--- config.mk ---
export PLATFORM = sky130hd
export DESIGN_NAME = wbdm_jobq
export DESIGN_NICKNAME = d
export VERILOG_FILES = /design/src/hdl/wbdm_pkg.sv /design/src/hdl/wbdm_jobq.sv
export SDC_FILE = /design/constraint.sdc
export NUM_CORES = 1
export LEC_CHECK = 0
export ABC_AREA = 1
export BUFFER_PORTS_ARGS = -buffer_cell sky130_fd_sc_hd__buf_2
export CORE_UTILIZATION = 55
export CTS_BUF_LIST = sky130_fd_sc_hd__clkbuf_8
export DETAILED_ROUTE_END_ITERATION = 16
export PLACE_DENSITY = 0.76
export SYNTH_ARGS = -nofsm -noshare
export SYNTH_HDL_FRONTEND = slang
export SYNTH_SLANG_ARGS = --single-unit
--- constraint.sdc ---
create_clock -name i_clk -period 7 [get_ports i_clk]
set_input_delay 0.35 -clock i_clk [delete_from_list [all_inputs] [get_ports i_clk]]
set_output_delay 0.35 -clock i_clk [all_outputs]
set_load 0.01 [all_outputs]
--- src/hdl/wbdm_pkg.sv ---
package wbdm_pkg;

    localparam int MAX_WIDTH  = 1024;
    localparam int MAX_HEIGHT = 1024;
    localparam int COL_W      = $clog2(MAX_WIDTH);
    localparam int DIM_W      = 11;
    localparam int BANKS      = 6;
    localparam int BANK_W     = 3;
    localparam int PLANES     = 3;
    localparam int TAPS       = 5;
    localparam int SEL_W      = 3;
    localparam int VSUM_W     = 12;
    localparam int JOBQ_DEPTH = 4;
    localparam int OUTQ_DEPTH = 16;
    localparam int CFG_IDX_W  = 2;

    localparam logic [CFG_IDX_W-1:0] CFG_THRESHOLD = 2'd0;
    localparam logic [CFG_IDX_W-1:0] CFG_WIDTH     = 2'd1;
    localparam logic [CFG_IDX_W-1:0] CFG_HEIGHT    = 2'd2;

    localparam logic [2:0] MODE_NONE  = 3'd0;
    localparam logic [2:0] MODE_HOLD0 = 3'd1;
    localparam logic [2:0] MODE_HOLD1 = 3'd2;
    localparam logic [2:0] MODE_LOAD  = 3'd3;
    localparam logic [2:0] MODE_SHIFT = 3'd4;

    typedef struct packed {
        logic                            wr;
        logic                            do_v;
        logic                            emit;
        logic                            last;
        logic [2:0]                      mode;
        logic [COL_W-1:0]                col;
        logic [BANK_W-1:0]               wbank;
        logic [TAPS-1:0][BANK_W-1:0]     tbank;
        logic [TAPS-1:0]                 tcur;
        logic [TAPS-1:0][SEL_W-1:0]      sel;
        logic [PLANES-1:0][7:0]          gray;
    } t_job;

    typedef struct packed {
        logic       mask_set;
        logic [7:0] model_value;
        logic [7:0] difference;
        logic       frame_last;
    } t_result;

    function automatic logic [7:0] to_gray(input logic [7:0] b, input logic [7:0] g,
                                           input logic [7:0] r);
        logic [22:0] s;
        s = 23'(b) * 23'd1868 + 23'(g) * 23'd9617 + 23'(r) * 23'd4899 + 23'd8192;
        return s[21:14];
    endfunction

    function automatic logic signed [12:0] reflect101(input logic signed [12:0] i,
                                                      input logic signed [12:0] n);
        logic signed [12:0] res;
        if (i < 13'sd0) begin
            res = -i;
        end else if (i >= n) begin
            res = (n <<< 1) - 13'sd2 - i;
        end else begin
            res = i;
        end
        return res;
    endfunction

    function automatic logic [BANK_W-1:0] bank_back(input logic [BANK_W-1:0] b,
                                                    input logic [BANK_W-1:0] e);
        logic [3:0] s;
        s = {1'b0, b} + 4'd6 - {1'b0, e};
        if (s >= 4'd6) begin
            s = s - 4'd6;
        end
        return s[BANK_W-1:0];
    endfunction

endpackage

--- src/hdl/wbdm_jobq.sv ---
module wbdm_jobq (
    input  logic           i_clk,
    input  logic           i_rst_n,
    input  logic           i_push,
    input  wbdm_pkg::t_job i_job,
    input  logic           i_pop,
    output logic           o_full,
    output logic           o_empty,
    output wbdm_pkg::t_job o_head
);
    import wbdm_pkg::*;

    localparam int PTR_W = $clog2(JOBQ_DEPTH);
    localparam int CNT_W = $clog2(JOBQ_DEPTH + 1);

    t_job             r_data [JOBQ_DEPTH];
    logic [PTR_W-1:0] r_wr_ptr;
    logic [PTR_W-1:0] r_rd_ptr;
    logic [CNT_W-1:0] r_count;

    assign o_full  = r_count == CNT_W'(JOBQ_DEPTH);
    assign o_empty = r_count == '0;
    assign o_head  = r_data[r_rd_ptr];

    always_ff @(posedge i_clk) begin
        if (i_push) begin
            r_data[r_wr_ptr] <= i_job;
        end
    end

    always_ff @(posedge i_clk) begin
        if (!i_rst_n) begin
            r_wr_ptr <= '0;
            r_rd_ptr <= '0;
            r_count  <= '0;
        end else begin
            if (i_push) begin
                r_wr_ptr <= r_wr_ptr + PTR_W'(1);
            end
            if (i_pop) begin
                r_rd_ptr <= r_rd_ptr + PTR_W'(1);
            end
            r_count <= r_count + CNT_W'(i_push) - CNT_W'(i_pop);
        end
    end

endmodule

Yosys cells after proc, flatten, opt, wreduce, memory -nomap -nowiden
Memories as Yosys holds them, arrays and structs flattened. A register that Yosys moved wholly into a read port is not among the register bits.
Index checks and enable logic that the tools add are counted.
{ "word_totals": {"mem_count": 1, "elab_cells": 14, "ramBits": 316, "reg_bits": 7, "out_inout_bits": 81} }
{ "op_classes": {"mux": 4, "add_sub_neg": 4, "n_reduce_logical": 1, "eq_ne": 1} }
{ "memory_table": {"columns": ["name", "depth", "width", "rd", "rd_clocked_by_memory_dff", "wr", "line", "source"], "rows": [
  ["r_data", 4, 79, 1, 1, 1, "wbdm_jobq.sv:16", "t_job r_data [JOBQ_DEPTH];"]
]} }
{ "op_table": {"columns": ["cell", "count"], "rows": [
  ["2-bit by 1-bit adder with 2-bit output (second input constant)", 2],
  ["2-bit two-way mux", 2],
  ["3-bit by 1-bit adder with 3-bit output", 1],
  ["3-bit equality test (second input constant)", 1],
  ["3-bit logical NOT", 1],
  ["3-bit by 1-bit subtractor with 3-bit output", 1],
  ["1-bit two-way mux", 2]
]} }

Logic depth before layout (Yosys ltp)
{ "depth": {"word_depth": 3, "ltp_mapped": 9, "depth_no_buf": 9} }

Least setup slack after synthesis
Ideal clock, no wire load.
{ "synth_timing": {"path_type": "flip-flop to flip-flop", "from": "register r_wr_ptr[0]", "to": "memory r_data[2][0] (netlist name), enable pin", "t_arrival_ns": 2.119, "path_stages_with_launch": 5, "setup_slack_ns": 4.448, "setup_time_ns": 0.433, "path_cell_list": "dfxtp_1 -> inv_1 -> ha_1 -> nand2_1 -> inv_1"} }
{ "synth_lines": {"columns": ["item", "line", "source"], "rows": [
  ["from (decl)", "wbdm_jobq.sv:17", "logic [PTR_W-1:0] r_wr_ptr;"],
  ["from (signal assigned)", "wbdm_jobq.sv:38", "r_wr_ptr <= r_wr_ptr + PTR_W'(1);"],
  ["to (decl)", "wbdm_jobq.sv:16", null]
]} }
Straight into the memory's write port.

==> results.yml <==
placed_design:
  dp_hpwl_mm: 13.35
  place_ws_ps: 4307
  gp_congestion: 0.7282
  io_buffers: 163
  dp_cells: 1416
  dpl-instance-area_um2: 14260
synthesis:
  ys_top_cells_by_area: "edfxtp_1 (71%), o211ai_2 (7.3%), inv_1 (4.9%)"
  syn_area_per_cell_um2: 13.75
  synth_warnings: 0
  synth_area_um2: 13440
  syn-instance-count: 978
  netlist-cell-type-count: 21
  yosys.area.top_type_share_pct: 70.58
  async_reset_ff_share_pct: 0
  ys.flop_type: "edfxtp_1"
  synth-edff-count: 316
  yosysMostFrequentCell: "edfxtp_1"
  synth_seq_cells: 325
  synthTopCellsByCount: "edfxtp_1 (316), inv_1 (174), nand2_1 (168)"
  synthesis.nets: 1068
  synth-seq-area-share_pct: 71.92
  yosysTopAreaCell: "edfxtp_1"
timing:
  setup_viol: 0
  hold_viol: 0
  period_share_pct: 46.69
  slew_headroom_pct: 29.35
  worst_slack_ps: 3732
  hold_ws_ps: 34.26
  worst_clock_skew_ps: 21.88
  clock.fmax_mhz: 306.0
  slew_violations: 0
  worst_pin_slew_ps: 1060
  rsz0062_at_grt: "no"
  min_period_ps: 3268
  finalSetupTns_ps: 0
cells_and_area:
  area_delta_synth_final_pct: 17.03
  fill_cells: 1684
  regArea_um2: 9677
  finalInstanceArea_um2: 15730
  multi_input_area_um2: 2643
  num-nets-final: 1299
  finalNonFillerCells: 1565
  diodes: 0
  fin_util_pct: 66.24
  drive_gt1_share_pct: 27.21
critical_path:
  cpPeakStageDelay_ps: 900
  worstSetupPathType: "flop to output port"
  slowest_stage: "buf_4"
  start_kind: "flop"
  crit_chain: "buf_4 > a21oi_1 > o21ai_1 > nand2_1 > buf_2"
  end_kind: "output port"
  path_max_fanout: 87
  cp.required_ps: 6650
  worstPathArrival_ps: 2920
floorplanning:
  die_x_um: 158.3
  ios: 164
  core_um2: 23750
  num_rows: 56
  initial_utilization_pct: 56.60
  die_h_um: 158.3
  dieArea_um2: 25070
global_routing:
  grt_max_degree: 97
  grt_pass1_wl_mm: 36.97
  antenna_found_initial: 0
  grt-ovfl-total: 0
  grtUsageTotal_pct: 19.17
  grt_pass1_vias: 7633
clock_network:
  cts_tree: "built"
  clk_pin_slew_ps: 70
  cts_buffers: 50
  postCtsSetupBuffers: 0
  cts.path.max_buffers: 3
  h-tree-depth: 2
  cts_sinks: 325
  hold_buffers: 59
  root_buffer: "clkbuf_8"
  clk_latency_ps: 540
  postCtsResizedCells: 0
power_and_ir_drop:
  p_sw_mw: 0.9847
  p_seq_share_pct: 55.9
  p_sw_share_pct: 24.25
  power_mw: 4.061
  p_int_mw: 3.076
  p_leak_nw: 6.182
  comb_power_share_pct: 10.5
  power_frac_clock_pct: 33.7
  p_per_area_nw_per_um2: 258.1
  vdd_drop_max_mv: 0.1860
route:
  ant_nets: 0
  first_iter_violations: 313
  routed_wl_mm: 24.02
  drt_first_pass_iters: 5
  drc: 0
  vias_per_cell: 4.972
  routedWlPerCell_um: 15.35
  vias: 7781
run_status:
  outcome: "finished clean"
run:
  drv_cap: 0
min_path:
  hp-class: "primary input to flop"
[power by group through the flow]
stage / clock network (mW) / logic [mW] / registers [mW]
2_1_floorplan: 0 / 0.285 / 2.29
3_3_place_gp: 0 / 0.390 / 2.31
3_5_place_dp: 0 / 0.403 / 2.31
4_1_cts: 1.40 / 0.430 / 2.27
5_1_grt: 1.49 / 0.476 / 2.28
6_report: 1.37 / 0.425 / 2.27
[state kept, by name, summed over array words and instances, names as in the netlist, named ones only]
signal,cells
r_count,3
r_data,316
r_rd_ptr,2
r_wr_ptr,2
[worst max-delay path: cells and delay by family (launching register included)]
family                 cells  cell delay, ps
AOI/OAI and AO/OA          2             270
and+or+nand+nor            1              80
buffers and inverters      2            1040
DFF                        1             860
[final cells by class]
type                    count  share of cell area [%]
clock inverters            37                   1.002
multi-input cells         426                   16.80
inverters                 174                   4.183
flip-flops and latches    325                   61.50
repair buffers            232                   9.431
well taps                 319                   2.537
clock buffers              52                   4.549
[metal layers]
layer / routed length [um] / up-vias / global-route usage (%)
li1: - / 3857 / -
met1: 10210 / 3700 / 23.63
met2: 12160 / 187 / 33.42
met3: 1278 / 37 / 4.273
met4: 366 / 0 / 6.319
met5: 0 / - / 0
[cells by family (layout without fill, tap and decap cells)]
group | after synthesis | count (layout) | synth area share, %
flip-flops | 325 | 325 | 71.92
adder cells (fa/ha/maj) | 7 | 7 | 0.7073
AO/OA/AOI/OAI | 247 | 247 | 14.13
buffers and inverters | 227 | 495 | 8.423
AND/OR/NAND/NOR | 172 | 172 | 4.821
[cells in the final DEF, fill, tap and decap left out, drive strengths merged]
cell and count:
clkbuf 52, clkinv 23, dfxtp 9, ha 6, o211ai 79, buf 172
inv 186, nor3 1, fa 1, o21ai 83, dlygate4sd3 60, nand3 1
clkinvlp 2, nand2 168, a21oi 85, edfxtp 316, nor2 2
[final timing paths]
check                                  from       endpoint  slack (ps)  cells past startpoint
worst max-delay path                   flop     o_head[47]        3730                      5
worst min-delay path              i_job[50]  r_data[1][50]          30                      1
worst max register to register  r_wr_ptr[1]  r_data[1][59]        4690                      5
worst min register to register  r_rd_ptr[1]           flop         460                      2
Power figures use the tool's default switching activity.
