===== config.mk =====
export PLATFORM = sky130hd
export DESIGN_NAME = wbdm_outq
export DESIGN_NICKNAME = d
export VERILOG_FILES = /design/src/hdl/wbdm_pkg.sv /design/src/hdl/wbdm_outq.sv
export SDC_FILE = /design/constraint.sdc
export NUM_CORES = 1
export LEC_CHECK = 0
export ABC_AREA = 1
export ABC_CLOCK_PERIOD_IN_PS = 3350
export BUFFER_PORTS_ARGS = -buffer_cell sky130_fd_sc_hd__buf_2
export CAP_MARGIN = 10
export CORE_ASPECT_RATIO = 1.25
export CORE_MARGIN = 4
export CORE_UTILIZATION = 40
export CTS_CLUSTER_DIAMETER = 40
export CTS_CLUSTER_SIZE = 10
export DETAILED_ROUTE_END_ITERATION = 7
export PLACE_DENSITY_LB_ADDON = 0.12
export SYNTH_ARGS = -nofsm -noshare
export SYNTH_HDL_FRONTEND = slang
export SYNTH_SLANG_ARGS = --single-unit

===== constraint.sdc =====
create_clock -name i_clk -period 3.35 [get_ports i_clk]
set_input_delay 0.67 -clock i_clk [delete_from_list [all_inputs] [get_ports i_clk]]
set_output_delay 0.67 -clock i_clk [all_outputs]
set_load 0.1 [all_outputs]

===== src/hdl/wbdm_pkg.sv =====
package wbdm_pkg;

    localparam int MAX_WIDTH  = 1024;
    localparam int MAX_HEIGHT = 1024;
    localparam int COL_W      = $clog2(MAX_WIDTH);
    localparam int DIM_W      = 11;
    localparam int BANKS      = 6;
    localparam int BANK_W     = 3;
    localparam int PLANES     = 3;
    localparam int TAPS       = 5;
    localparam int SEL_W      = 3;
    localparam int VSUM_W     = 12;
    localparam int JOBQ_DEPTH = 4;
    localparam int OUTQ_DEPTH = 16;
    localparam int CFG_IDX_W  = 2;

    localparam logic [CFG_IDX_W-1:0] CFG_THRESHOLD = 2'd0;
    localparam logic [CFG_IDX_W-1:0] CFG_WIDTH     = 2'd1;
    localparam logic [CFG_IDX_W-1:0] CFG_HEIGHT    = 2'd2;

    localparam logic [2:0] MODE_NONE  = 3'd0;
    localparam logic [2:0] MODE_HOLD0 = 3'd1;
    localparam logic [2:0] MODE_HOLD1 = 3'd2;
    localparam logic [2:0] MODE_LOAD  = 3'd3;
    localparam logic [2:0] MODE_SHIFT = 3'd4;

    typedef struct packed {
        logic                            wr;
        logic                            do_v;
        logic                            emit;
        logic                            last;
        logic [2:0]                      mode;
        logic [COL_W-1:0]                col;
        logic [BANK_W-1:0]               wbank;
        logic [TAPS-1:0][BANK_W-1:0]     tbank;
        logic [TAPS-1:0]                 tcur;
        logic [TAPS-1:0][SEL_W-1:0]      sel;
        logic [PLANES-1:0][7:0]          gray;
    } t_job;

    typedef struct packed {
        logic       mask_set;
        logic [7:0] model_value;
        logic [7:0] difference;
        logic       frame_last;
    } t_result;

    function automatic logic [7:0] to_gray(input logic [7:0] b, input logic [7:0] g,
                                           input logic [7:0] r);
        logic [22:0] s;
        s = 23'(b) * 23'd1868 + 23'(g) * 23'd9617 + 23'(r) * 23'd4899 + 23'd8192;
        return s[21:14];
    endfunction

    function automatic logic signed [12:0] reflect101(input logic signed [12:0] i,
                                                      input logic signed [12:0] n);
        logic signed [12:0] res;
        if (i < 13'sd0) begin
            res = -i;
        end else if (i >= n) begin
            res = (n <<< 1) - 13'sd2 - i;
        end else begin
            res = i;
        end
        return res;
    endfunction

    function automatic logic [BANK_W-1:0] bank_back(input logic [BANK_W-1:0] b,
                                                    input logic [BANK_W-1:0] e);
        logic [3:0] s;
        s = {1'b0, b} + 4'd6 - {1'b0, e};
        if (s >= 4'd6) begin
            s = s - 4'd6;
        end
        return s[BANK_W-1:0];
    endfunction

endpackage


===== src/hdl/wbdm_outq.sv =====
module wbdm_outq (
    input  logic              i_clk,
    input  logic              i_rst_n,
    input  logic              i_push,
    input  wbdm_pkg::t_result i_res,
    input  logic              i_pop,
    output logic              o_full,
    output logic              o_empty,
    output wbdm_pkg::t_result o_head
);
    import wbdm_pkg::*;

    localparam int PTR_W = $clog2(OUTQ_DEPTH);
    localparam int CNT_W = $clog2(OUTQ_DEPTH + 1);

    t_result          r_data [OUTQ_DEPTH];
    logic [PTR_W-1:0] r_wr_ptr;
    logic [PTR_W-1:0] r_rd_ptr;
    logic [CNT_W-1:0] r_count;

    assign o_full  = r_count == CNT_W'(OUTQ_DEPTH);
    assign o_empty = r_count == '0;
    assign o_head  = r_data[r_rd_ptr];

    always_ff @(posedge i_clk) begin
        if (i_push) begin
            r_data[r_wr_ptr] <= i_res;
        end
    end

    always_ff @(posedge i_clk) begin
        if (!i_rst_n) begin
            r_wr_ptr <= '0;
            r_rd_ptr <= '0;
            r_count  <= '0;
        end else begin
            if (i_push) begin
                r_wr_ptr <= r_wr_ptr + PTR_W'(1);
            end
            if (i_pop) begin
                r_rd_ptr <= r_rd_ptr + PTR_W'(1);
            end
            r_count <= r_count + CNT_W'(i_push) - CNT_W'(i_pop);
        end
    end

endmodule


# After elaboration in Yosys (flattened, before gate mapping)
# Memory sizes are Yosys's and may differ from the RTL's. A register that Yosys moved wholly into a read port is not among the register bits.
# Cells that the tools add are included.
# totals
regBits,13
mem_bits_rw,288
input_bits,22
mem_count,1
# op_classes
n_addsub,4
n_eq_ne,1
mux,4
n_reduce_logical,1
# memory_table
memory,depth,word_bits,rd,rd_ports_with_merged_regs,write_ports,line_no,source
r_data,16,18,1,1,1,wbdm_outq.sv:16,t_result r_data [OUTQ_DEPTH];
# ops
op,count
"adder 4 x 1 -> 4 bit, second input constant",2
2-to-1 mux 4 bit,2
adder 5 x 1 -> 5 bit,1
"equality test 5 bit, second input constant",1
zero test 5 bit,1
subtractor 5 x 1 -> 5 bit,1
2-to-1 mux 1 bit,2

# Logic depth before layout (Yosys ltp)
# depth
ltp_word,3
ltp_mapped,13

# Worst setup path after synthesis
# Ideal clock, no wire load.
# synth_timing
path_type,register to output
start,register r_count[3]
end,output port o_empty
t_arrival_ns,1.837
required_time_ns,2.680
setup_slack_ns,0.843
stages_incl_launch_ff,5
cell_sequence,dfxtp_1 -> inv_1 -> ha_1 -> nand3_1 -> nor2_1
# synth_between
elab_chain_len,1
# synth_rtl
element,line_no,source
start: declaration,wbdm_outq.sv:19,logic [CNT_W-1:0] r_count;
start signal: assignment,wbdm_outq.sv:43,r_count <= r_count + CNT_W'(i_push) - CNT_W'(i_pop);
zero test 5 bit,wbdm_outq.sv:22,assign o_empty = r_count == '0;
end: declaration,wbdm_outq.sv:8,"output logic o_empty,"
# Every way passes these cells.

==> flow_metrics.tcl <==
set metrics [dict create \
    worst_pin_slew_ns 0.9591 \
    place_ws_ns 0.7268 \
    cts_hold_buffers 0 \
    vias 8623 \
    rows 74 \
    crit_type "flop to output port" \
    via_per_inst 4.877 \
    cts-root-buf "clkbuf_16" \
    synthCells 1277 \
    finalCritPeriodShare_pct 93.43 \
    synth_area_leaders "edfxtp_1, nand2_1, nand3_1" \
    async_flop_share_pct 0 \
    final_antenna_net_count 0 \
    rsz0062_at_grt "no" \
    crit_chain "inv_4, buf_4, nand2_1, nand2_1, nand2_1, nand3_1, nand3_1, nand2_1, buf_12" \
    worstPathRequired_ns 2.68 \
    syn-num-nets 1311 \
    post_cts_buffers 0 \
    p_leak_nw 6.553 \
    cpLargestDelayFamily "buffers and inverters" \
    critPathMaxStageDelay_ns 0.47 \
    fin_ws_ns 0.2200 \
    grt_pass1_vias 8404 \
    cts-resized-gates 0 \
    hold_violations 0 \
    grt-ovfl-total 0 \
    arrival_ns 2.46 \
    maxCapViolations 0 \
    crit_top_cell "nand2_1" \
    hold_class "input pin to flop" \
    wl_per_cell_um 18.67 \
    final_nets 1365 \
    pwr_density_cell_mw_per_mm2 615.5 \
    grt_pass1_wl_mm 50.69 \
    ys_types 21 \
    status "complete, no violations" \
    maxSlewViolCount 0 \
    track_usage_pct 18.66 \
    critPathBufInv 3 \
    area_growth_pct 16.92 \
    netlist_area_mm2 0.01318 \
    synth_top_area_share_pct 65.62 \
    fmax_mhz 319.5 \
    first_pass_iters 5 \
    cts_buffers 40 \
    multi_input_area_mm2 0.002994 \
    synth-edff-count 288 \
    ys_seq_elements 305 \
    nFillCells 3039 \
    dp_hpwl_mm 17.71 \
    avgSynthCellArea_um2 10.32 \
    drive_gt1_share_pct 10.53 \
    drc 0 \
    startpoint_type "flop" \
    cts_max_level 2 \
    die_area_mm2 0.03594 \
    relSlewSlack_pct 36.06 \
    crit_slowest_cell "buf_4" \
    setup_tns_ns 0 \
    ioPinCount 42 \
    initial_core_util_pct 40.44 \
    dieHeight_um 211.0 \
    synth-main-ff-cell "edfxtp_1" \
    cp-end-kind "output port" \
    yosysSeqAreaShare_pct 68.20 \
    ir_drop_mv 0.3922 \
    antenna_found_initial 3 \
    place_inst 1707 \
    grt_max_degree 145 \
    fin_skew_ns 0.009345 \
    die_width_um 170.4 \
    setup_viol 0 \
    clk_path_buf_depth 3 \
    clk_pin_slew_ns 0.06 \
    synth_most_common_cell "nand2_1" \
    worstSkewPairLatency_ns 0.53 \
    crit_fanout 39 \
    gp_congestion 0.7527 \
    yosysWarningCount 0 \
    synth_area_leader_cell "edfxtp_1" \
    cts_tree "built" \
    cts_sinks 305 \
    ff_latch_area_mm2 0.008995 \
    synth_commonest_cells "nand2_1, edfxtp_1, inv_1" \
    io_buffer_count 41 \
    wl_mm 33.02 \
    layout_min_cycle_time_ns 3.130 \
    instances_no_fill 1768 \
    drt-initial-drc-count 658 \
    core_area_mm2 0.03259 \
]
==> worst reg2reg max path, stage by stage, from the launching register on <==
cell and delay (ns):
dfxtp_1 0.33, inv_1 0.10, ha_1 0.15, nand2_1 0.16, nor2_2 0.65, buf_12 0.25
==> through the flow <==
| step | area (um^2) | total power, mW | hold WS, ns | util [%] |
|---|---|---|---|---|
| 2_1_floorplan | 13180 | 5.147 | 0.4498 | - |
| 4_1_cts | 15410 | 9.602 | 0.4229 | 47.27 |
| 5_1_grt | 15410 | 9.863 | 0.4480 | 47.27 |
| 3_5_place_dp | 14180 | 5.545 | 0.4834 | 43.51 |
| 6_report | 15410 | 9.485 | 0.4418 | 47.28 |
| 3_3_place_gp | 14180 | 5.535 | 0.4758 | 43.51 |
==> cells by family (layout without fill, tap and decap cells) <==
logic type,count (synthesis),count (layout),share of synthesized area (%)
simple gates,645,645,20.47
other cells,0,1,0
compound gates,14,14,0.5506
fa+ha+maj,12,12,1.196
flops,305,305,68.20
xor+xnor,3,3,0.1994
buf+inv,298,370,9.389
==> cell usage in the layout (no fill, tap or decap) <==
cell type,synthesis,layout
o21a_1,1,1
clkbuf_1,10,6
clkinv_1,2,4
dfxtp_2,0,2
inv_6,0,3
inv_2,1,1
nand2_1,396,396
a21oi_1,10,10
dfxtp_1,17,14
fa_1,1,1
o21ai_0,3,3
nor2_2,0,16
bufinv_16,0,4
clkinv_2,0,2
inv_4,1,1
nand3_1,217,217
dfxtp_4,0,1
ha_1,11,11
buf_12,0,24
edfxtp_1,288,288
xor2_1,3,3
diode_2,0,1
buf_4,9,22
inv_1,237,237
nor2_1,30,14
clkbuf_16,0,41
clkinvlp_4,0,2
nand4_1,2,2
buf_2,24,23
==> per-layer routing <==
layer	part of all wire, %	global-route usage [%]	wire length [um]	up-vias
li1	-	-	-	4210
met1	44	24.90	14480	4161
met2	48	31.10	15990	185
met5	0.070	0	23	-
met4	2.6	5.647	861	4
met3	5.0	3.575	1663	63
==> power by group <==
part | leakage [nW] | switching (mW) | internal, mW
sequential | 2.74 | 0.0285 | 4.24
clock | 0.594 | 1.52 | 2.52
combinational | 3.22 | 0.837 | 0.346
==> final timing paths <==
kind | startpoint | slack, ns | cells after the start | to
worst min-delay path | i_rst_n | 0.44 | 3 | r_count[0]
worst max register to register | r_wr_ptr[1] | 1.40 | 5 | r_data[5][9]
worst min register to register | r_rd_ptr[2] | 0.49 | 2 | flop
worst max-delay path | flop | 0.22 | 9 | o_head[12]
==> state kept, by name (all words and copies together), names as in the netlist, named ones only <==
register  flops
r_count       5
r_data      288
r_wr_ptr      4
r_rd_ptr      4
==> final cells by class <==
| cell class | instances | share of cell area, % |
|---|---|---|
| Clock buffer | 47 | 6.804 |
| Tap cell | 418 | 3.394 |
| Multi-Input combinational cell | 674 | 19.43 |
| Inverter | 241 | 5.887 |
| Antenna cell | 1 | 0.01624 |
| Timing Repair Buffer | 69 | 4.937 |
| Sequential cell | 305 | 58.37 |
| Clock inverter | 13 | 1.161 |
(Power assumes the default switching activity.)
