===== src/hdl/wbdm_pkg.sv =====
package wbdm_pkg;

    localparam int MAX_WIDTH  = 1024;
    localparam int MAX_HEIGHT = 1024;
    localparam int COL_W      = $clog2(MAX_WIDTH);
    localparam int DIM_W      = 11;
    localparam int BANKS      = 6;
    localparam int BANK_W     = 3;
    localparam int PLANES     = 3;
    localparam int TAPS       = 5;
    localparam int SEL_W      = 3;
    localparam int VSUM_W     = 12;
    localparam int JOBQ_DEPTH = 4;
    localparam int OUTQ_DEPTH = 16;
    localparam int CFG_IDX_W  = 2;

    localparam logic [CFG_IDX_W-1:0] CFG_THRESHOLD = 2'd0;
    localparam logic [CFG_IDX_W-1:0] CFG_WIDTH     = 2'd1;
    localparam logic [CFG_IDX_W-1:0] CFG_HEIGHT    = 2'd2;

    localparam logic [2:0] MODE_NONE  = 3'd0;
    localparam logic [2:0] MODE_HOLD0 = 3'd1;
    localparam logic [2:0] MODE_HOLD1 = 3'd2;
    localparam logic [2:0] MODE_LOAD  = 3'd3;
    localparam logic [2:0] MODE_SHIFT = 3'd4;

    typedef struct packed {
        logic                            wr;
        logic                            do_v;
        logic                            emit;
        logic                            last;
        logic [2:0]                      mode;
        logic [COL_W-1:0]                col;
        logic [BANK_W-1:0]               wbank;
        logic [TAPS-1:0][BANK_W-1:0]     tbank;
        logic [TAPS-1:0]                 tcur;
        logic [TAPS-1:0][SEL_W-1:0]      sel;
        logic [PLANES-1:0][7:0]          gray;
    } t_job;

    typedef struct packed {
        logic       mask_set;
        logic [7:0] model_value;
        logic [7:0] difference;
        logic       frame_last;
    } t_result;

    function automatic logic [7:0] to_gray(input logic [7:0] b, input logic [7:0] g,
                                           input logic [7:0] r);
        logic [22:0] s;
        s = 23'(b) * 23'd1868 + 23'(g) * 23'd9617 + 23'(r) * 23'd4899 + 23'd8192;
        return s[21:14];
    endfunction

    function automatic logic signed [12:0] reflect101(input logic signed [12:0] i,
                                                      input logic signed [12:0] n);
        logic signed [12:0] res;
        if (i < 13'sd0) begin
            res = -i;
        end else if (i >= n) begin
            res = (n <<< 1) - 13'sd2 - i;
        end else begin
            res = i;
        end
        return res;
    endfunction

    function automatic logic [BANK_W-1:0] bank_back(input logic [BANK_W-1:0] b,
                                                    input logic [BANK_W-1:0] e);
        logic [3:0] s;
        s = {1'b0, b} + 4'd6 - {1'b0, e};
        if (s >= 4'd6) begin
            s = s - 4'd6;
        end
        return s[BANK_W-1:0];
    endfunction

endpackage


===== src/hdl/wbdm_front.sv =====
module wbdm_front (
    input  logic                           i_clk,
    input  logic                           i_rst_n,
    input  logic                           i_push,
    input  logic                           i_cmd,
    input  logic [wbdm_pkg::PLANES-1:0][23:0] i_pix,
    input  logic                           i_q_full,
    input  logic                           i_cfg_valid,
    input  logic [wbdm_pkg::CFG_IDX_W-1:0] i_cfg_index,
    input  logic [10:0]                    i_cfg_data,
    output logic                           o_full,
    output logic                           o_job_push,
    output wbdm_pkg::t_job                 o_job,
    output logic [7:0]                     o_threshold
);
    import wbdm_pkg::*;

    logic [7:0]        r_thresh;
    logic [DIM_W-1:0]  r_width;
    logic [DIM_W-1:0]  r_height;
    logic [DIM_W-1:0]  r_row;
    logic [COL_W-1:0]  r_col;
    logic [BANK_W-1:0] r_bank;
    logic [DIM_W-1:0]  n_row;
    logic [COL_W-1:0]  n_col;
    logic [BANK_W-1:0] n_bank;
    logic              accept;
    logic              act;
    t_job              job;
    logic [DIM_W-1:0]  cfg_dim;
    logic [DIM_W-1:0]  cfg_hi;

    assign accept = i_push && !i_q_full;

    always_comb begin
        logic               is_pix;
        logic               frame_done;
        logic               drain_ok;
        logic [DIM_W-1:0]   row;
        logic [COL_W-1:0]   col;
        logic [BANK_W-1:0]  bank;
        logic [DIM_W-1:0]   c_out;
        logic [DIM_W-1:0]   m_col;
        logic signed [12:0] r13;
        logic signed [12:0] h13;
        logic signed [12:0] w13;
        logic signed [12:0] x;
        logic [BANK_W-1:0]  e;
        is_pix     = !i_cmd;
        frame_done = r_row >= r_height;
        drain_ok   = frame_done && !((r_row == r_height + 11'd2) && (r_col >= COL_W'(2)));
        act        = is_pix || drain_ok;
        if (is_pix && frame_done) begin
            row  = '0;
            col  = '0;
            bank = '0;
        end else begin
            row  = r_row;
            col  = r_col;
            bank = r_bank;
        end
        r13 = $signed({2'b00, row});
        h13 = $signed({2'b00, r_height});
        w13 = $signed({2'b00, r_width});

        job.wr    = is_pix;
        job.col   = col;
        job.wbank = bank;
        job.do_v  = (row >= 11'd2) && (row <= r_height + 11'd1);
        job.emit  = (row >= 11'd3) || ((row == 11'd2) && (col >= COL_W'(2)));
        job.last  = (row == r_height + 11'd2) && (col == COL_W'(1));
        for (int p = 0; p < PLANES; p++) begin
            job.gray[p] = to_gray(i_pix[p][7:0], i_pix[p][15:8], i_pix[p][23:16]);
        end

        if (!job.do_v) begin
            job.mode = MODE_NONE;
        end else if (col == COL_W'(0)) begin
            job.mode = MODE_HOLD0;
        end else if (col == COL_W'(1)) begin
            job.mode = MODE_HOLD1;
        end else if (col == COL_W'(2)) begin
            job.mode = MODE_LOAD;
        end else begin
            job.mode = MODE_SHIFT;
        end

        if (col >= COL_W'(2)) begin
            c_out = {1'b0, col} - 11'd2;
            m_col = {1'b0, col};
        end else begin
            c_out = r_width - 11'd2 + {1'b0, col};
            m_col = r_width - 11'd1;
        end
        for (int k = 0; k < TAPS; k++) begin
            x = reflect101($signed({2'b00, c_out}) + 13'(k) - 13'sd2, w13);
            job.sel[k] = SEL_W'(13'sd4 - $signed({2'b00, m_col}) + x);
        end

        for (int j = 0; j < TAPS; j++) begin
            x = reflect101(r13 - 13'(j), h13);
            e = BANK_W'(r13 - x);
            job.tbank[j] = bank_back(bank, e);
            job.tcur[j]  = is_pix && (e == '0);
        end

        if ({1'b0, col} == r_width - 11'd1) begin
            n_col  = '0;
            n_row  = row + 11'd1;
            n_bank = (bank == BANK_W'(BANKS - 1)) ? '0 : bank + BANK_W'(1);
        end else begin
            n_col  = col + COL_W'(1);
            n_row  = row;
            n_bank = bank;
        end
    end

    assign cfg_hi = (i_cfg_index == CFG_HEIGHT) ? DIM_W'(MAX_HEIGHT) : DIM_W'(MAX_WIDTH);

    always_comb begin
        if (i_cfg_data < 11'd3) begin
            cfg_dim = 11'd3;
        end else if (i_cfg_data > cfg_hi) begin
            cfg_dim = cfg_hi;
        end else begin
            cfg_dim = i_cfg_data;
        end
    end

    always_ff @(posedge i_clk) begin
        if (!i_rst_n) begin
            r_thresh <= 8'd30;
            r_width  <= 11'd320;
            r_height <= 11'd240;
            r_row    <= '0;
            r_col    <= '0;
            r_bank   <= '0;
        end else if (i_cfg_valid) begin
            unique case (i_cfg_index)
                CFG_THRESHOLD: r_thresh <= i_cfg_data[7:0];
                CFG_WIDTH: begin
                    r_width <= cfg_dim;
                    r_row   <= '0;
                    r_col   <= '0;
                    r_bank  <= '0;
                end
                CFG_HEIGHT: begin
                    r_height <= cfg_dim;
                    r_row    <= '0;
                    r_col    <= '0;
                    r_bank   <= '0;
                end
                default: ;
            endcase
        end else if (accept && act) begin
            r_row  <= n_row;
            r_col  <= n_col;
            r_bank <= n_bank;
        end
    end

    assign o_full      = i_q_full;
    assign o_job_push  = accept && act;
    assign o_job       = job;
    assign o_threshold = r_thresh;

endmodule


===== config.mk =====
export PLATFORM = sky130hd
export DESIGN_NAME = wbdm_front
export DESIGN_NICKNAME = d
export VERILOG_FILES = /design/src/hdl/wbdm_pkg.sv /design/src/hdl/wbdm_front.sv
export SDC_FILE = /design/constraint.sdc
export NUM_CORES = 1
export LEC_CHECK = 0
export ABC_AREA = 1
export BUFFER_PORTS_ARGS = -buffer_cell sky130_fd_sc_hd__buf_2
export CORE_MARGIN = 2
export CORE_UTILIZATION = 47
export CTS_CLUSTER_SIZE = 25
export DETAILED_ROUTE_END_ITERATION = 10
export PLACE_DENSITY = 0.74
export SYNTH_ARGS = -nofsm -noshare
export SYNTH_HDL_FRONTEND = slang
export SYNTH_SLANG_ARGS = --single-unit

===== constraint.sdc =====
create_clock -name i_clk -period 13.16 [get_ports i_clk]
set_input_delay 2.632 -clock i_clk [delete_from_list [all_inputs] [get_ports i_clk]]
set_output_delay 2.632 -clock i_clk [all_outputs]
set_load 0.05 [all_outputs]

### Word level (Yosys, flattened, before mapping)

Cells that the tools add are included.

* register bits: 54
* input bits: 91
* output and inout port bits: 89
* logic and storage cells: 213

* add/sub/neg operators: 75
* multipliers: 9
* order comparisons: 33
* eq/ne operators: 10
* muxes and demuxes: 49
* reduce and logical (&&, ||, !) cells: 31

Operators by type and width (count)
* 3-bit 2-to-1 mux: 36
* 11-bit 2-to-1 mux: 8
* 19-bit by 22-bit adder with 22-bit output: 3
* 22-bit by 14-bit adder with 22-bit output, second input constant: 3
* 22-bit by 21-bit adder with 22-bit output: 3
* 8-bit by 14-bit multiplier with 22-bit output, second input constant: 3
* 8-bit by 13-bit multiplier with 21-bit output, second input constant: 3
* 12-bit greater-or-equal comparator: 5
* 12-bit by 1-bit less-than comparator with 1-bit output, second input constant: 5
* 13-bit by 12-bit greater-or-equal comparator with 1-bit output: 4
* 13-bit by 1-bit less-than comparator with 1-bit output, second input constant: 4
* 12-bit by 2-bit subtractor with 13-bit output, second input constant: 4
* 8-bit by 9-bit multiplier with 17-bit output, second input constant: 3
* 10-bit 2-to-1 mux: 5
* 3-bit subtractor: 15
* 11-bit by 2-bit subtractor with 12-bit output, second input constant: 3
* 3-bit negator: 10
* 11-bit by 2-bit adder with 12-bit output, second input constant: 2
* 11-bit by 1-bit adder with 11-bit output, second input constant: 2
* 11-bit == test: 2
* 11-bit greater-or-equal comparator: 2
* 11-bit by 2-bit greater-or-equal comparator with 1-bit output, second input constant: 2
* 10-bit by 2-bit greater-or-equal comparator with 1-bit output, second input constant: 2
* 4-bit by 3-bit greater-or-equal comparator with 1-bit output, second input constant: 5
* other kinds (38): 73

### Logic depth before layout (Yosys ltp)

Gate-level depths: netlist (run 1).

* word-level depth: 11
* mapped depth: 44

### Least setup slack after synthesis (run 1)

OpenSTA, ideal clock, no wires.

* path kind: input port to output port
* start point: input i_pix[5] (netlist name)
* end point: output o_job[7] (netlist name)
* data arrival time: 9.692 ns
* slack: 0.836 ns
* stages on the path: 29
* buffers on the path: 0
* cells stage by stage: ha_1 > ha_1 > inv_1 > fa_1 > fa_1 > inv_1 > ha_1 > inv_1 > o31ai_1 > a21oi_1 > o21ai_0 > a21oi_1 > o21ai_0 > xor2_1 > ha_1 > ha_1 > inv_1 > fa_1 > fa_1 > inv_1 > fa_1 > ha_1 > nand2_1 > nor4_1 > nand2_1 > o211ai_1 > a21o_1 > a21oi_1 > xor2_1

RTL lines
* start, declared: line wbdm_front.sv:6 `input logic [wbdm_pkg::PLANES-1:0][23:0] i_pix,`
* end, declared: line wbdm_front.sv:13 `output wbdm_pkg::t_job o_job,`

==> results of run 1 <==
==> sequential cells by signal, summed over array words and instances (netlist names) <==
signal,cells
r_height,11
r_row,11
r_width,11
r_col,10
o_threshold,8
r_bank,3
==> layout make-up <==
class | count | share of cell area (%)
inverter | 893 | 12.0
sequential | 54 | 3.87
clock buffer | 5 | 0.448
tap | 748 | 3.35
clock inverter | 2 | 0.139
timing repair buffer | 184 | 3.36
multi-input combinational | 2378 | 76.8
==> cell families (layout without fill, tap and decap cells) <==
logic type	Yosys count	count (layout)	synth area share, %
xor+xnor	214	214	7.21
compound gates	411	411	9.16
flops	54	54	4.14
buf+inv	927	1084	13.7
fa+ha+maj	898	898	51.0
other cells	1	2	0.0144
simple gates	853	853	14.8
==> metal layers <==
layer / global-route usage, % / routed length [um] / up-vias
li1: - / - / 10900
met1: 29.6 / 27900 / 10300
met2: 40.5 / 31300 / 575
met3: 1.61 / 3210 / 80
met4: 3.94 / 1180 / 0
met5: 0 / 0 / -
==> critical path: cells and delay by family <==
family,cells,cell delay (ns)
and+or+nand+nor,3,0.49
buffers and inverters,8,0.83
adders and majority gates,11,4.23
xor gates and xnor gates,2,0.38
AOI/OAI and AO/OA,8,1.45
==> per-stage QoR <==
stage                     instances  hold WS, ns  utilization, %  setup slack, ns
final                          4264        0.474            50.8            0.514
after global routing           4264        0.504            50.8          0.00542
after CTS                      4264        0.465            50.8            0.340
after detailed placement       4257        0.454            50.5            0.360
after global placement         4257        0.450            50.5            0.452
after floorplan                3359        0.440               -            0.836
==> worst paths after layout <==
check | startpoint | to | slack (ns)
setup / recovery | i_pix[5] | o_job[7] | 0.51
hold / removal | r_col[0]$_SDFFE_PN0P_ | r_col[0]$_SDFFE_PN0P_ | 0.47
setup reg to reg | r_height[8]$_SDFFE_PN0P_ | r_row[6]$_SDFFE_PN0P_ | 8.55
hold reg to reg | r_col[0]$_SDFFE_PN0P_ | r_col[0]$_SDFFE_PN0P_ | 0.47
==> cell usage in the layout (no fill, tap or decap), types with 12 or more instances in the layout <==
master    instances
fa_1            276
dfxtp_1          54
nand4_1          42
nor3_1           32
o21bai_1         18
xor2_1          176
buf_2           177
o21ai_0         102
xnor2_1          36
a21o_1           14
nand2_1         425
a21oi_1         195
inv_2            18
nand3_1         102
nand2_2          28
ha_1            622
o211ai_1         13
nor2_1          157
inv_1           872
or2_2            12
nor4_1           13
==> repair_timing <==
| action | CTS | global route |
|---|---|---|
| gates resized for setup | 0 | 5 |
| hold endpoints to repair | 0 | 0 |
| setup endpoints to repair | 0 | 7 |
==> impl_metrics.ini, run 1 <==
[timing]
fmax_ghz = 0.0791
relSlewSlack_pct = 28.4
setup_viol = 0
rsz0062_at_grt = no
finalSetupTns_ns = 0
clock_skew_ns = 0.0116
fin_crit_sh_pct = 96.1
worst_pin_slew_ns = 1.07
period_needed_ns = 12.65
maxSlewViolCount = 0
hold_viol = 0

[clock_tree]
cts_setup_buffers = 0
cts_tree = yes
cts.sinks = 54
htree_levels = 2
clkSlewWorstSetupHoldPaths_ns = 0.07
root_buffer = clkbuf_16
cts_hold_buf = 0
numCtsBuffers = 5
clock_path_buffers = 2
clock_latency_ns = 0.30

[logic_synthesis]
synth_warnings = 0
synth_area_per_cell_um2 = 7.77
ys_types = 68
synthCells = 3358
syn_area_mm2 = 0.0261
synth.top_cells.by_area = ha_1, fa_1, inv_1, nand2_1, xor2_1
ys_seq_area_share_pct = 4.14
synth_most_common_cell = inv_1
synth_seq_cells = 54
ys.flop_type = dfxtp_1
synth-edff-count = 0
yosys-top-cells-count = inv_1, ha_1, nand2_1
async_flop_share_pct = 0
synth.top_cell.area_share_pct = 29.8
yosys.area.top_type = ha_1

[floorplanning]
dieArea_mm2 = 0.0574
io_pins = 180
rows = 86
start_util_pct = 47.5
die_w_um = 240
core-area_mm2 = 0.0550
die_h_um = 240

[grt]
grt_pass1_wl_um = 105000
globalRouteOverflowTotal = 0
grt_pass1_vias = 21700
grt_usage_pct = 22.5
grt_max_degree = 31
antenna_found_initial = 0

[layout]
fin_nets = 4505
drive_gt1_share_pct = 8.19
fillCellCount = 5325
multi_input_area_mm2 = 0.0215
area.growth.synth_to_final_pct = 7.02
final_cell_area_mm2 = 0.0279
diodes = 0
seq_area_mm2 = 0.00108

[setup_path]
cp-end-kind = output pin
crit_type = input pin to output pin
arrival_ns = 10.01
crit_path_max_fanout = 6
worst_path_most_repeated_cell = ha_1
r2r_cells = 14
slowest_delay_ns = 0.55
cp_data_required_time_ns = 10.53
setup.worst_path.start_class = input pin
cp_slowest_cell = fa_1

[route]
drtIter0Drc = 1433
viasPerCell = 5.11
wl_per_cell_um = 14.9
ant_nets = 0
drt_wl_total_um = 63500
drcViolationCount = 0
firstDrtPassIters = 7
via_count = 21800

[placement]
place_hpwl_um = 54800
portBuffers = 177
place_area_mm2 = 0.0278
place_congestion = 0.985

[status]
outcome = complete, no violations

[flow_run]
drv_cap = 0

[min_path]
hp-class = flip-flop to flip-flop
hold-path-cell-count = 2
Power of run 1 is not shown: default switching activity piles up to over one toggle a cycle in this logic, so the estimate is an artifact.
==> run 2: changes to the inputs <==
ABC_AREA = default   (was 1)
HOLD_SLACK_MARGIN = 0.03   (was default)
==> impl_metrics.ini, run 2 <==
[placement]
place_hpwl_um = 50100
pre_cts_slack_ns = 0.326
portBuffers = 177
place_congestion = 0.954

[setup_path]
cp_slowest_cell = fa_1
slowest_delay_ns = 0.55
reg2reg_from = r_height[2]$_SDFFE_PN0P_
arrival_ns = 10.03
worst_path_most_repeated_cell = ha_1
crit_path_max_fanout = 6
cp_data_required_time_ns = 10.53
timing.rr.end = r_row[10]$_SDFFE_PN0P_
regToRegSetupSlack_ns = 8.25
setup.worst_path.start_class = input pin
cp-end-kind = output pin
crit_type = input pin to output pin
r2r_cells = 16

[layout]
layout_common_cells = inv_1, ha_1, fa_1
area.growth.synth_to_final_pct = 6.64
diodes = 0
drive_gt1_share_pct = 7.96
top_regs = r_height: 11 flops, r_row: 11 flops, r_width: 11 flops
final_common_cell = inv_1
fin_nets = 4127

[logic_synthesis]
ys.flop_type = dfxtp_1
synth_warnings = 0
synth_area_per_cell_um2 = 8.46
yosys-top-cells-count = inv_1, ha_1, fa_1
synth_adder_area_share_pct = 52.2
synth_most_common_cell = inv_1
ys_seq_area_share_pct = 4.24
synth_top_family_by_area = adder cells
synthSimpleGateAreaFrac_pct = 11.5
syn_area_mm2 = 0.0255
synthCells = 3015
synth-edff-count = 0
synth.top_cell.area_share_pct = 30.5
ys_types = 90
synth.top_cells.by_area = ha_1, fa_1, inv_1, xnor2_1, dfxtp_1
synth_mux_area_share_pct = 0.638
synth_seq_cells = 54
synthXorXnorAreaFrac_pct = 7.39
yosys.area.top_type = ha_1
synth_compound_area_share_pct = 12.2
async_flop_share_pct = 0

[floorplanning]
io_pins = 180
rows = 85
die_h_um = 237
dieArea_mm2 = 0.0562
core-area_mm2 = 0.0537
start_util_pct = 47.5
die_w_um = 237

[grt]
grt_max_degree = 56
grt_pass1_vias = 20100
grt_pass1_wl_um = 97200
antenna_found_initial = 0
grt_usage_pct = 20.8
globalRouteOverflowTotal = 0

[min_path]
hold-path-cell-count = 2
hp-class = flip-flop to flip-flop
min_to = o_threshold[4]$_SDFFE_PN1P_
worstHoldStart = o_threshold[4]$_SDFFE_PN1P_

[route]
via_count = 20200
wl_per_cell_um = 15.0
firstDrtPassIters = 5
drcViolationCount = 0
drt_wl_total_um = 57700
drtIter0Drc = 1071
ant_nets = 0
viasPerCell = 5.27

[timing]
maxSlewViolCount = 0
finalSetupTns_ns = 0
fmax_ghz = 0.0790
period_needed_ns = 12.66
fin_crit_sh_pct = 96.2
relSlewSlack_pct = 41.1
worst_pin_slew_ns = 0.884
setup_viol = 0
fin_ws_ns = 0.502
clock_skew_ns = 0.00847
hold_viol = 0
rsz0062_at_grt = no

[clock_tree]
cts_tree = yes
numCtsBuffers = 5
clock_latency_ns = 0.30
clock_path_buffers = 2
cts.sinks = 54
htree_levels = 2
root_buffer = clkbuf_16
clkSlewWorstSetupHoldPaths_ns = 0.07

[status]
outcome = complete, no violations

[flow_run]
drv_cap = 0
-- run 2: changes by cell type after synthesis, moves of 35 or more --
cell | before | now
nand3_1 | 102 | 54
xnor2_1 | 36 | 149
inv_1 | 872 | 705
nand2_1 | 425 | 182
xor2_1 | 177 | 54
a21o_1 | 14 | 52
nor2_1 | 157 | 122
a21oi_1 | 195 | 119
-- run 2: kinds of logic after synthesis --
kind of cell	count (synthesis)
adders and majority gates	899
buffers and inverters	783
and+or+nand+nor	588
AOI/OAI and AO/OA	468
xor gates and xnor gates	208
DFF	54
muxes	14
other	1
-- run 2: metal layers --
metal / GRT usage, % / vias up / part of all wire, %
met2: 36.3 / 488 / 48
met3: 1.21 / 77 / 4.1
met1: 28.2 / 9598 / 46
li1: - / 10000 / -
met5: 0 / - / 0
met4: 4.70 / 0 / 2.1
-- run 2: through the flow --
step	utilization (%)	instance area (um2)	instances	hold WS [ns]
floorplan	-	25500	3016	0.456
detailed placement	50.3	27000	3827	0.450
global route	50.6	27200	3835	0.494
CTS	50.6	27200	3835	0.468
finish	50.6	27200	3835	0.466
global placement	50.3	27000	3827	0.451
-- run 2: timing repair --
| item | 4_1_cts | 5_1_grt |
|---|---|---|
| endpoints found under the setup margin | 0 | 2 |
| hold buffers | 0 | 0 |
| gates resized for setup | 0 | 4 |
| setup buffers | 0 | 0 |
-- run 2: final cells by class --
| cell class | count | area, um2 |
|---|---|---|
| Fill cell | 5071 | 26500 |
| Multi-Input combinational cell | 2179 | 21400 |
| Inverter | 710 | 2670 |
| Sequential cell | 54 | 1080 |
| Timing Repair Buffer | 188 | 971 |
| Tap cell | 696 | 871 |
| Clock buffer | 5 | 125 |
| Clock inverter | 3 | 47.5 |
-- run 2: worst max-delay path by stage --
stage	startpoint	endpoint	slack, ns	cells after the start
floorplan	i_pix[5]	o_job[7]	0.66	32
global placement	i_pix[5]	o_job[7]	0.47	34
detailed placement	i_pix[5]	o_job[7]	0.33	34
CTS	i_pix[5]	o_job[7]	0.30	34
global route	i_pix[5]	o_job[7]	0.02	34
finish	i_pix[53]	o_job[23]	0.50	32
-- run 2: critical path, delay by kind of cell --
| kind | cells | cell delay, ns |
|---|---|---|
| adders and majority gates | 11 | 4.28 |
| AOI/OAI and AO/OA | 11 | 2.05 |
| buffers and inverters | 7 | 0.68 |
| xor gates and xnor gates | 2 | 0.27 |
| and+or+nand+nor | 1 | 0.10 |
Power of run 2 is left out for the same reason.
==> run 3: changes to the inputs <==
CORE_MARGIN = 8   (was 2)
==> impl_metrics.ini, run 3 (same netlist as run 2, synthesis figures left out) <==
[status]
outcome = complete, no violations

[layout]
drive_gt1_share_pct = 7.96
final_common_cell = inv_1
layout_common_cells = inv_1, ha_1, fa_1
diodes = 0
area.growth.synth_to_final_pct = 6.64
fin_nets = 4127
final_cell_area_mm2 = 0.0272
top_regs = r_height: 11 flops, r_row: 11 flops, r_width: 11 flops

[clock_tree]
numCtsBuffers = 5
root_buffer = clkbuf_16
post_cts.resized_instances = 0
clock_path_buffers = 2
cts_setup_buffers = 0
cts.sinks = 54
clock_latency_ns = 0.30
clkSlewWorstSetupHoldPaths_ns = 0.07
cts_hold_buf = 0
cts_tree = yes
htree_levels = 2

[setup_path]
arrival_ns = 10.05
worstSetupStartpoint = i_pix[5]
crit_path_max_fanout = 6
cp-end-kind = output pin
crit_type = input pin to output pin
setup.worst_path.start_class = input pin
worst_path_most_repeated_cell = ha_1
cp_data_required_time_ns = 10.53
cp_slowest_cell = fa_1
reg2reg_from = r_height[0]$_SDFFE_PN0P_
slowest_delay_ns = 0.56

[timing]
rsz0062_at_grt = no
hold_viol = 0
worst_pin_slew_ns = 0.925
maxSlewViolCount = 0
clock_skew_ns = 0.00899
fmax_ghz = 0.0788
finalSetupTns_ns = 0
period_needed_ns = 12.69
relSlewSlack_pct = 38.4
setup_viol = 0
fin_crit_sh_pct = 96.4

[route]
wl_per_cell_um = 15.2
drcViolationCount = 0
ant_nets = 0
firstDrtPassIters = 5
drt_wl_total_um = 58200
via_count = 20100
drtIter0Drc = 1167
viasPerCell = 5.23

[floorplanning]
dieArea_mm2 = 0.0620
io_pins = 180
die_h_um = 249
start_util_pct = 47.5
core-area_mm2 = 0.0537
rows = 85
die_w_um = 249

[grt]
met2_usage_pct = 32.7
grt_pass1_wl_um = 99300
met1_usage_pct = 25.0
grt_usage_pct = 18.7
grtUsageMet3_pct = 1.60
grt_pass1_vias = 20500
antenna_found_initial = 0
grt_max_degree = 56
globalRouteOverflowTotal = 0
grt-busiest-layer = met2

[placement]
place_hpwl_um = 50700
portBuffers = 177
place_area_mm2 = 0.0270
place_congestion = 0.925

[min_path]
hp-class = flip-flop to flip-flop
worstHoldStart = o_threshold[5]$_SDFFE_PN0P_

[flow_run]
drv_cap = 0
## run 3: metrics by stage
stage	utilization (%)	setup slack [ns]	std cells	hold WS, ns
finish	50.6	0.473	3835	0.468
global route	50.6	0.00506	3835	0.494
CTS	50.6	0.330	3835	0.469
detailed placement	50.3	0.349	3827	0.456
global placement	50.3	0.457	3827	0.447
floorplan	-	0.659	3016	0.456
## run 3: final timing paths
kind,to,slack [ns],cells after the start
max reg2reg,r_row[10]$_SDFFE_PN0P_,8.11,14
max,o_job[7],0.47,34
min reg2reg,o_threshold[5]$_SDFFE_PN0P_,0.47,2
min,o_threshold[5]$_SDFFE_PN0P_,0.47,2
## run 3: layout make-up
cell class	count	area, um2
inverters	710	2670
well taps	696	871
fillers	4959	26500
clock buffers	5	125
flip-flops and latches	54	1080
clock inverters	3	47.5
repair buffers	188	971
multi-input cells	2179	21400
## run 3: critical path, delay by kind of cell
kind                     cells  cell delay, ns
buffers and inverters        6            0.59
XOR/XNOR                     1            0.13
AND/OR/NAND/NOR              4            0.45
adder cells (fa/ha/maj)     11            4.22
AO/OA/AOI/OAI               12            2.06
## run 3: metal layers
layer  share of wire [%]  up-vias
met1                  46     9452
met3                 4.9       72
met2                  47      498
met5                   0        -
li1                    -    10000
met4                 1.8        0
Power of run 3 is left out for the same reason.
